[config.mk]
export PLATFORM = sky130hd
export DESIGN_NAME = stereo_fir_lowpass_filter_top_flat
export DESIGN_NICKNAME = d
export VERILOG_FILES = /design/src/rtl/sfir_pkg.sv /design/src/rtl/sfir_if.sv /design/src/rtl/sfir_lane.sv /design/src/rtl/sfir_seq.sv /design/src/rtl/sfir_merge.sv /design/src/rtl/stereo_fir_lowpass_filter_top.sv /design/src/flat_wrapper.sv
export SDC_FILE = /design/constraint.sdc
export NUM_CORES = 2
export LEC_CHECK = 0
export ABC_AREA = 1
export BUFFER_PORTS_ARGS = -buffer_cell sky130_fd_sc_hd__buf_4
export CORE_UTILIZATION = 60
export DETAILED_ROUTE_END_ITERATION = 16
export GPL_ROUTABILITY_DRIVEN = 0
export PLACE_DENSITY = 0.76
export SLEW_MARGIN = 20
export SYNTH_ARGS = -nofsm -noshare
export SYNTH_HDL_FRONTEND = slang
export SYNTH_SLANG_ARGS = --single-unit
[constraint.sdc]
create_clock -name clk -period 62.4 [get_ports clk]
set_clock_uncertainty 0.15 [all_clocks]
set_input_delay 15.6 -clock clk [delete_from_list [all_inputs] [get_ports clk]]
set_output_delay 15.6 -clock clk [all_outputs]
set_load 0.01 [all_outputs]
[src/rtl/sfir_pkg.sv]
`timescale 1ns / 1ps
// ----------------------------------------------------------------------------
// sfir_pkg
// Shared types, constants and coefficient tables for the stereo FIR lowpass.
// ----------------------------------------------------------------------------
package sfir_pkg;

  // filter geometry and number formats
  localparam int TAPS           = 32;
  localparam int SAMPLE_BITS    = 24;
  localparam int COEF_FRAC_BITS = 16;
  localparam int COEF_BITS      = COEF_FRAC_BITS + 2;
  localparam int TAP_IDX_W      = $clog2(TAPS);
  localparam int PROD_W         = SAMPLE_BITS + COEF_BITS;
  localparam int ACC_W          = PROD_W + TAP_IDX_W + 1;

  typedef logic signed [SAMPLE_BITS-1:0] sample_t;
  typedef logic signed [COEF_BITS-1:0]   coef_t;
  typedef logic signed [PROD_W-1:0]      prod_t;
  typedef logic signed [ACC_W-1:0]       acc_t;
  typedef logic [TAP_IDX_W-1:0]          tap_idx_t;

  // coefficient set select
  typedef enum logic {
    MODE_DELAY   = 1'b0,
    MODE_LOWPASS = 1'b1
  } mode_t;

  localparam tap_idx_t CENTER_TAP = tap_idx_t'(TAPS / 2);
  localparam tap_idx_t LAST_TAP   = tap_idx_t'(TAPS - 1);
  localparam coef_t    COEF_ONE   = coef_t'(2 ** COEF_FRAC_BITS);

  // rounding and saturation constants
  localparam acc_t ROUND_HALF = acc_t'(2 ** (COEF_FRAC_BITS - 1));
  localparam acc_t SAT_MAX    = acc_t'(2 ** (SAMPLE_BITS - 1) - 1);
  localparam acc_t SAT_MIN    = -acc_t'(2 ** (SAMPLE_BITS - 1));

  // hamming-windowed sinc, cutoff fs/4, center tap 0.5, Q2.16
  localparam coef_t LOWPASS_ROM [TAPS] = '{
    18'sd0,      -18'sd124,   18'sd0,      18'sd261,
    18'sd0,      -18'sd563,   18'sd0,      18'sd1090,
    18'sd0,      -18'sd1953,  18'sd0,      18'sd3428,
    18'sd0,      -18'sd6552,  18'sd0,      18'sd20812,
    18'sd32768,  18'sd20421,  18'sd0,      -18'sd6182,
    18'sd0,      18'sd3098,   18'sd0,      -18'sd1679,
    18'sd0,      18'sd881,    18'sd0,      -18'sd423,
    18'sd0,      18'sd188,    18'sd0,      -18'sd111
  };

  // control from the tap sequencer to the lanes and the output stage
  typedef struct packed {
    logic     shift;    // shift a new sample into the delay line
    logic     acc_clr;  // start a new sum
    logic     mul_en;   // multiply the selected tap
    logic     acc_en;   // add the registered product
    logic     load;     // hand the sums to the output register
    tap_idx_t tap;
    coef_t    coef;
  } seq_ctrl_t;

  // coefficient for one tap in the chosen mode
  function automatic coef_t coef_lookup(input mode_t mode, input tap_idx_t idx);
    coef_t c;
    c = '0;
    if (mode == MODE_LOWPASS) begin
      c = LOWPASS_ROM[idx];
    end else if (idx == CENTER_TAP) begin
      c = COEF_ONE;
    end
    return c;
  endfunction

endpackage

[src/rtl/sfir_if.sv]
`timescale 1ns / 1ps
// ----------------------------------------------------------------------------
// sfir_if
// Valid/ready channels for stereo sample pairs in and filtered pairs out.
// ----------------------------------------------------------------------------
interface sfir_in_if;
  logic              valid;
  logic              ready;
  sfir_pkg::sample_t left_sample;
  sfir_pkg::sample_t right_sample;

  modport source (output valid, output left_sample, output right_sample, input ready);
  modport sink   (input valid, input left_sample, input right_sample, output ready);
endinterface

interface sfir_out_if;
  logic              valid;
  logic              ready;
  sfir_pkg::sample_t left_out;
  sfir_pkg::sample_t right_out;

  modport source (output valid, output left_out, output right_out, input ready);
  modport sink   (input valid, input left_out, input right_out, output ready);
endinterface

[src/rtl/sfir_lane.sv]
`timescale 1ns / 1ps
// ----------------------------------------------------------------------------
// sfir_lane
// One channel: delay line of the last TAPS samples and a multiply-accumulate.
// ----------------------------------------------------------------------------
module sfir_lane (
  input  logic                clk,
  input  logic                rst_n,
  input  sfir_pkg::seq_ctrl_t ctrl,
  input  sfir_pkg::sample_t   sample,
  output sfir_pkg::acc_t      acc
);

  sfir_pkg::sample_t line_r [sfir_pkg::TAPS];
  sfir_pkg::prod_t   prod_r;
  sfir_pkg::acc_t    acc_r;

  // delay line, oldest sample at index 0, newest at the top
  always_ff @(posedge clk) begin
    if (!rst_n) begin
      for (int i = 0; i < sfir_pkg::TAPS; i++) begin
        line_r[i] <= '0;
      end
    end else if (ctrl.shift) begin
      for (int i = 0; i < sfir_pkg::TAPS - 1; i++) begin
        line_r[i] <= line_r[i+1];
      end
      line_r[sfir_pkg::TAPS-1] <= sample;
    end
  end

  // product register, then accumulate
  always_ff @(posedge clk) begin
    if (ctrl.mul_en) begin
      prod_r <= sfir_pkg::prod_t'(line_r[ctrl.tap]) * sfir_pkg::prod_t'(ctrl.coef);
    end
    if (ctrl.acc_clr) begin
      acc_r <= '0;
    end else if (ctrl.acc_en) begin
      acc_r <= acc_r + sfir_pkg::acc_t'(prod_r);
    end
  end

  assign acc = acc_r;

endmodule

[src/rtl/sfir_seq.sv]
`timescale 1ns / 1ps
// ----------------------------------------------------------------------------
// sfir_seq
// Tap sequencer: walks both lanes through the taps in step for one pair.
// ----------------------------------------------------------------------------
module sfir_seq (
  input  logic                 clk,
  input  logic                 rst_n,
  input  logic                 in_valid,
  output logic                 in_ready,
  input  sfir_pkg::mode_t      mode,
  input  logic                 out_free,
  output sfir_pkg::seq_ctrl_t  ctrl
);

  typedef enum logic [1:0] {
    ST_IDLE,
    ST_MAC,
    ST_FLUSH,
    ST_HOLD
  } state_t;

  state_t             state_r;
  sfir_pkg::tap_idx_t cnt_r;
  logic               in_fire;

  assign in_ready = (state_r == ST_IDLE);
  assign in_fire  = in_valid && in_ready;

  // per-cycle lane and output controls
  always_comb begin
    ctrl         = '0;
    ctrl.shift   = in_fire;
    ctrl.acc_clr = in_fire;
    ctrl.mul_en  = (state_r == ST_MAC);
    ctrl.acc_en  = ((state_r == ST_MAC) && (cnt_r != '0)) || (state_r == ST_FLUSH);
    ctrl.load    = (state_r == ST_HOLD) && out_free;
    ctrl.tap     = cnt_r;
    ctrl.coef    = sfir_pkg::coef_lookup(mode, cnt_r);
  end

  // state and tap counter
  always_ff @(posedge clk) begin
    if (!rst_n) begin
      state_r <= ST_IDLE;
      cnt_r   <= '0;
    end else begin
      unique case (state_r)
        ST_IDLE: begin
          cnt_r <= '0;
          if (in_fire) begin
            state_r <= ST_MAC;
          end
        end
        ST_MAC: begin
          cnt_r <= cnt_r + 1'b1;
          if (cnt_r == sfir_pkg::LAST_TAP) begin
            state_r <= ST_FLUSH;
          end
        end
        ST_FLUSH: begin
          cnt_r   <= '0;
          state_r <= ST_HOLD;
        end
        ST_HOLD: begin
          if (out_free) begin
            state_r <= ST_IDLE;
          end
        end
        default: begin
          state_r <= ST_IDLE;
        end
      endcase
    end
  end

  // a new pair starts at the first tap
  assert property (@(posedge clk) disable iff (!rst_n)
    in_fire |=> (state_r == ST_MAC) && (cnt_r == '0))
    else $error("sfir_seq: accepted pair did not start at tap zero");

  // last tap is followed by the flush of the final product
  assert property (@(posedge clk) disable iff (!rst_n)
    (state_r == ST_MAC) && (cnt_r == sfir_pkg::LAST_TAP) |=> (state_r == ST_FLUSH))
    else $error("sfir_seq: missing flush after last tap");

  // output load happens once and returns to idle
  assert property (@(posedge clk) disable iff (!rst_n)
    ctrl.load |=> (state_r == ST_IDLE) && !ctrl.load)
    else $error("sfir_seq: output load not followed by idle");

endmodule

[src/rtl/sfir_merge.sv]
`timescale 1ns / 1ps
// ----------------------------------------------------------------------------
// sfir_merge
// Rounds and saturates both lane sums and holds the pair for the result beat.
// ----------------------------------------------------------------------------
module sfir_merge (
  input  logic                clk,
  input  logic                rst_n,
  input  logic                load,
  input  sfir_pkg::acc_t      acc_left,
  input  sfir_pkg::acc_t      acc_right,
  output logic                out_free,
  sfir_out_if.source          out_ch
);

  logic              valid_r;
  sfir_pkg::sample_t left_r;
  sfir_pkg::sample_t right_r;

  // round half up, then clamp to the sample range
  function automatic sfir_pkg::sample_t round_sat(input sfir_pkg::acc_t a);
    sfir_pkg::acc_t v;
    sfir_pkg::sample_t y;
    v = (a + sfir_pkg::ROUND_HALF) >>> sfir_pkg::COEF_FRAC_BITS;
    if (v > sfir_pkg::SAT_MAX) begin
      y = sfir_pkg::sample_t'(sfir_pkg::SAT_MAX);
    end else if (v < sfir_pkg::SAT_MIN) begin
      y = sfir_pkg::sample_t'(sfir_pkg::SAT_MIN);
    end else begin
      y = v[sfir_pkg::SAMPLE_BITS-1:0];
    end
    return y;
  endfunction

  assign out_free = !valid_r || out_ch.ready;

  // output register
  always_ff @(posedge clk) begin
    if (!rst_n) begin
      valid_r <= 1'b0;
    end else if (load) begin
      valid_r <= 1'b1;
    end else if (out_ch.ready) begin
      valid_r <= 1'b0;
    end
  end

  always_ff @(posedge clk) begin
    if (load) begin
      left_r  <= round_sat(acc_left);
      right_r <= round_sat(acc_right);
    end
  end

  assign out_ch.valid     = valid_r;
  assign out_ch.left_out  = left_r;
  assign out_ch.right_out = right_r;

  // a load never overwrites a pair that is still waiting
  assert property (@(posedge clk) disable iff (!rst_n)
    load |-> !valid_r || out_ch.ready)
    else $error("sfir_merge: result overwritten before its beat");

  // a loaded pair is offered on the next cycle
  assert property (@(posedge clk) disable iff (!rst_n)
    load |=> valid_r)
    else $error("sfir_merge: loaded pair not offered");

endmodule

[src/rtl/stereo_fir_lowpass_filter_top.sv]
`timescale 1ns / 1ps
// ----------------------------------------------------------------------------
// stereo_fir_lowpass_filter_top
// Stereo 32-tap FIR, center-tap delay or windowed-sinc lowpass per filter mode.
// ----------------------------------------------------------------------------
// Each accepted beat on in_ch carries a left/right sample pair; both channels
// run through their own lane with one multiply-accumulate per tap per clock.
// After the pair is accepted, the lanes walk all taps, a flush step adds the
// last product and the sums are loaded into the output register; only then
// is the next pair taken, or later while the previous pair still waits for
// its result beat. A finished pair waits in the output register while the next
// pair is already being filtered. filter_mode (cfg_wdata on cfg_we) selects
// the pure delay of TAPS/2 - 1 items (0, reset) or the fs/4 lowpass (1); write
// it only when the block is idle. Results are rounded half up and saturated to
// 24 bits.
// ----------------------------------------------------------------------------
module stereo_fir_lowpass_filter_top (
  input  logic       clk,
  input  logic       rst_n,
  sfir_in_if.sink    in_ch,
  sfir_out_if.source out_ch,
  input  logic       cfg_we,
  input  logic       cfg_wdata
);

  sfir_pkg::mode_t     mode_r;
  sfir_pkg::seq_ctrl_t ctrl;
  sfir_pkg::acc_t      acc_left;
  sfir_pkg::acc_t      acc_right;
  logic                out_free;
  logic                seq_in_ready;

  // mode register
  always_ff @(posedge clk) begin
    if (!rst_n) begin
      mode_r <= sfir_pkg::MODE_DELAY;
    end else if (cfg_we) begin
      mode_r <= sfir_pkg::mode_t'(cfg_wdata);
    end
  end

  sfir_seq u_seq (
    .clk      (clk),
    .rst_n    (rst_n),
    .in_valid (in_ch.valid),
    .in_ready (seq_in_ready),
    .mode     (mode_r),
    .out_free (out_free),
    .ctrl     (ctrl)
  );

  assign in_ch.ready = seq_in_ready;

  // left and right lanes run in step
  sfir_lane u_lane_left (
    .clk    (clk),
    .rst_n  (rst_n),
    .ctrl   (ctrl),
    .sample (in_ch.left_sample),
    .acc    (acc_left)
  );

  sfir_lane u_lane_right (
    .clk    (clk),
    .rst_n  (rst_n),
    .ctrl   (ctrl),
    .sample (in_ch.right_sample),
    .acc    (acc_right)
  );

  sfir_merge u_merge (
    .clk       (clk),
    .rst_n     (rst_n),
    .load      (ctrl.load),
    .acc_left  (acc_left),
    .acc_right (acc_right),
    .out_free  (out_free),
    .out_ch    (out_ch)
  );

endmodule
[src/flat_wrapper.sv]
// flat-port wrapper written by rule: the top's interface ports become plain ports
module stereo_fir_lowpass_filter_top_flat 
  (clk, rst_n, cfg_we, cfg_wdata, in_ch_valid, in_ch_left_sample, in_ch_right_sample, in_ch_ready, out_ch_valid, out_ch_left_out, out_ch_right_out, out_ch_ready);
  sfir_in_if in_ch_i ();
  sfir_out_if out_ch_i ();
  input  logic clk;
  input  logic rst_n;
  input  logic cfg_we;
  input  logic cfg_wdata;
  input wire logic [$bits(in_ch_i.valid)-1:0] in_ch_valid;
  input wire logic [$bits(in_ch_i.left_sample)-1:0] in_ch_left_sample;
  input wire logic [$bits(in_ch_i.right_sample)-1:0] in_ch_right_sample;
  output wire logic [$bits(in_ch_i.ready)-1:0] in_ch_ready;
  output wire logic [$bits(out_ch_i.valid)-1:0] out_ch_valid;
  output wire logic [$bits(out_ch_i.left_out)-1:0] out_ch_left_out;
  output wire logic [$bits(out_ch_i.right_out)-1:0] out_ch_right_out;
  input wire logic [$bits(out_ch_i.ready)-1:0] out_ch_ready;
  assign in_ch_i.valid = in_ch_valid;
  assign in_ch_i.left_sample = in_ch_left_sample;
  assign in_ch_i.right_sample = in_ch_right_sample;
  assign in_ch_ready = in_ch_i.ready;
  assign out_ch_valid = out_ch_i.valid;
  assign out_ch_left_out = out_ch_i.left_out;
  assign out_ch_right_out = out_ch_i.right_out;
  assign out_ch_i.ready = out_ch_ready;
  stereo_fir_lowpass_filter_top u_core (.clk(clk), .rst_n(rst_n), .in_ch(in_ch_i), .out_ch(out_ch_i), .cfg_we(cfg_we), .cfg_wdata(cfg_wdata));
endmodule
==> flow_summary.ini <==
[run_status]
status = complete, no violations

[timing]
rsz0062_at_grt = false
hold_viol = 0
fmax_mhz = 50.2
worst_slew_pin_slew_ps = 1210
fin_hold_ws_ps = 337
fin_setup_tns_ps = 0
slew_headroom = 0.189
post-route-period-util = 0.319
worst_slack_ps = 42480
period_needed_ps = 19920
slew_violations = 0
finalSetupViolations = 0

[setup_path]
critPathMaxFanout = 153
crit_path_frequent_cell = buf_4
worst-setup-path-type = input port to flop
cp-end-kind = flop
cpLargestDelayFamily = buffers and inverters
critPathRequiredTime_ps = 62750
startpoint_type = input port
worst_ep_arrival_time_ps = 20270
path_buf_inv = 6
critPathSlowestCell = buf_4
critPathMaxStageDelay_ps = 900
crit_chain = buf_8 > buf_4 > nand2_4 > buf_12 > buf_16 > buf_4 > buf_4

[die]
rows = 165
dieArea_um2 = 205000
die_h_um = 453
die_w_um = 453
pin_count = 104
core_region_area_um2 = 202000
start_util = 0.603

[placed_design]
io_buffer_count = 103
placed_area_um2 = 124000
hpwl_mm = 194
post-place-ws_ps = 41410

[cts]
ctsRootBufferMaster = clkbuf_16
ctsHoldBuffers = 0
cts_max_level = 4
cts_buffers = 182
cts.clk_slew.worst_paths_ps = 60
cts_setup_buffers = 0
cts_max_path_buffers = 3
worstSkewPairLatency_ps = 880
clock_sinks = 1778
cts-resized-gates = 0
cts_tree = yes

[hold_path]
hold_path.class = flop to flop

[yosys]
synth_compound_area_frac = 0.100
synth-main-ff-cell = edfxtp_1
synth_top_family_by_area = adder cells
netlist_area_um2 = 122000
synth_seq_cells = 1778
synth_edf_count = 1668
muxShareOfSynthArea = 0
synth.distinct_cells = 48
synth_xor_area_frac = 0.0114
synthArstFlopShare = 0
synthCells = 14250
yosys_warnings = 0
yosysSeqAreaShare = 0.429
avgSynthCellArea_um2 = 8.55
synthSimpleGateAreaFrac = 0.162
synth.net_count = 15472
synthAdderAreaFrac = 0.172

[job]
drv_cap = 0

[detailed_routing]
avgRoutedWirePerCell_um = 17.8
drt_iter0_drc = 10979
drtAntennaViolNets = 0
route.detailed.drc = 0
vias_per_cell = 5.54
wirelength_mm = 299
first_pass_iters = 8
vias = 93010

[grt]
overflow = 0
grtUsageTotal = 0.295
grt_max_degree = 231
grt_pass1_wl_mm = 482
antenna_found_initial = 4
grt_pass1_vias = 90920

[pwr]
p_total_mw = 4.89
powerDensity_nw_per_um2 = 37.6
p_leak_nw = 62.3
ir_worst_vdd_v = 0.0000313

[cells_and_area]
drive_above_1_share = 0.0402
final_cell_area_um2 = 130000
syn_to_final_growth_pct = 6.72
fin_nets = 15187
==> stage by stage <==
| step | cells | utilization |
|---|---|---|
| 2_1_floorplan | 14250 | - |
| 3_3_place_gp | 16451 | 0.614 |
| 3_5_place_dp | 16451 | 0.614 |
| 4_1_cts | 16787 | 0.644 |
| 5_1_grt | 16790 | 0.644 |
| 6_report | 16792 | 0.644 |
==> final timing paths <==
path                                                                      start                                              end  slack [ps]  cells past startpoint
worst max-delay path                                                      rst_n  u_core.u_lane_left.line_r[27][15]$_SDFFCE_PN0P_       42480                      7
worst min-delay path            u_core.u_lane_left.line_r[26][13]$_SDFFCE_PN0P_  u_core.u_lane_left.line_r[25][13]$_SDFFCE_PN0P_         340                      2
worst max register to register                                             flop          u_core.u_lane_left.prod_r[38]$_DFFE_PP_       51380                     30
worst min register to register  u_core.u_lane_left.line_r[26][13]$_SDFFCE_PN0P_  u_core.u_lane_left.line_r[25][13]$_SDFFCE_PN0P_         340                      2
==> cell usage after synthesis, types with 7 or more instances <==
cell type / count / area share
dfxtp_1: 110 / 0.018
nor2_1: 1871 / 0.058
o21ai_0: 1066 / 0.044
inv_2: 34 / 0.0010
a21oi_1: 718 / 0.029
buf_6: 21 / 0.0019
o21ai_2: 17 / 0.0012
o211ai_1: 57 / 0.0035
xnor2_1: 46 / 0.0033
nor4_1: 7 / 0.00036
ha_1: 316 / 0.032
nand4_1: 54 / 0.0028
nand2_2: 7 / 0.00036
o21ai_1: 112 / 0.0046
inv_1: 3215 / 0.099
nor3_1: 59 / 0.0024
a31oi_1: 25 / 0.0013
o21bai_1: 69 / 0.0043
a21o_1: 22 / 0.0014
nand3_1: 503 / 0.021
buf_4: 52 / 0.0032
clkbuf_1: 426 / 0.013
nand3b_1: 7 / 0.00043
nand2_1: 2452 / 0.076
o22ai_1: 33 / 0.0017
buf_1: 26 / 0.00080
fa_1: 852 / 0.14
edfxtp_1: 1668 / 0.41
buf_2: 142 / 0.0058
o221ai_1: 92 / 0.0066
xor2_1: 112 / 0.0081
==> placed cells by master (no fill, tap or decap), drive strengths merged, types with 69 or more instances in the layout <==
cell type  instances
nand3            508
edfxtp          1668
inv             3257
dfxtp            110
clkbuf           219
nand2           2459
xor2             112
clkinv            89
o21ai           1197
nor2            1871
a21oi            718
fa               852
buf              198
ha               316
o221ai            92
o21bai            69
==> power by group <==
part / switching (mW) / internal, mW
registers: 0.175 / 1.68
logic: 1.38 / 0.543
clock network: 0.481 / 0.621
==> tightest hold or removal path, stage by stage, from the launching register on <==
cell      delay (ps)
edfxtp_1         330
nand2_1           50
inv_1             40
==> cell type report <==
| class | instances | area, um2 |
|---|---|---|
| clock inverters | 117 | 1270 |
| diodes | 3 | 7.51 |
| flip-flops and latches | 1778 | 52300 |
| well taps | 2672 | 3340 |
| fillers | 16621 | 71900 |
| multi-input cells | 8552 | 54400 |
| repair buffers | 198 | 1690 |
| clock buffers | 219 | 4750 |
| inverters | 3253 | 12200 |
==> flip-flops by register name, indices dropped and copies added (netlist names), named ones only <==
register	count
u_core.u_lane_left.line_r	768
u_core.u_lane_right.line_r	768
u_core.u_merge.out_ch.right_out	24
u_core.u_lane_left.acc	48
u_core.u_merge.out_ch.left_out	24
u_core.u_seq.state_r	2
u_core.u_lane_right.acc	48
u_core.u_seq.cnt_r	5
u_core.mode_r	1
u_core.u_merge.out_ch.valid	1
u_core.u_lane_right.prod_r	42
u_core.u_lane_left.prod_r	42
==> cells by family after synthesis <==
| group | count (synthesis) |
|---|---|
| simple gates | 4986 |
| flops | 1778 |
| fa+ha+maj | 1168 |
| compound gates | 2240 |
| buf+inv | 3920 |
| xor+xnor | 158 |
==> metal layers <==
layer | routed length [um] | global-route usage
met2 | 137000 | 0.467
met1 | 124000 | 0.408
met3 | 26200 | 0.0475
met5 | 29 | 0
met4 | 12300 | 0.115
(Power assumes the default switching activity.)
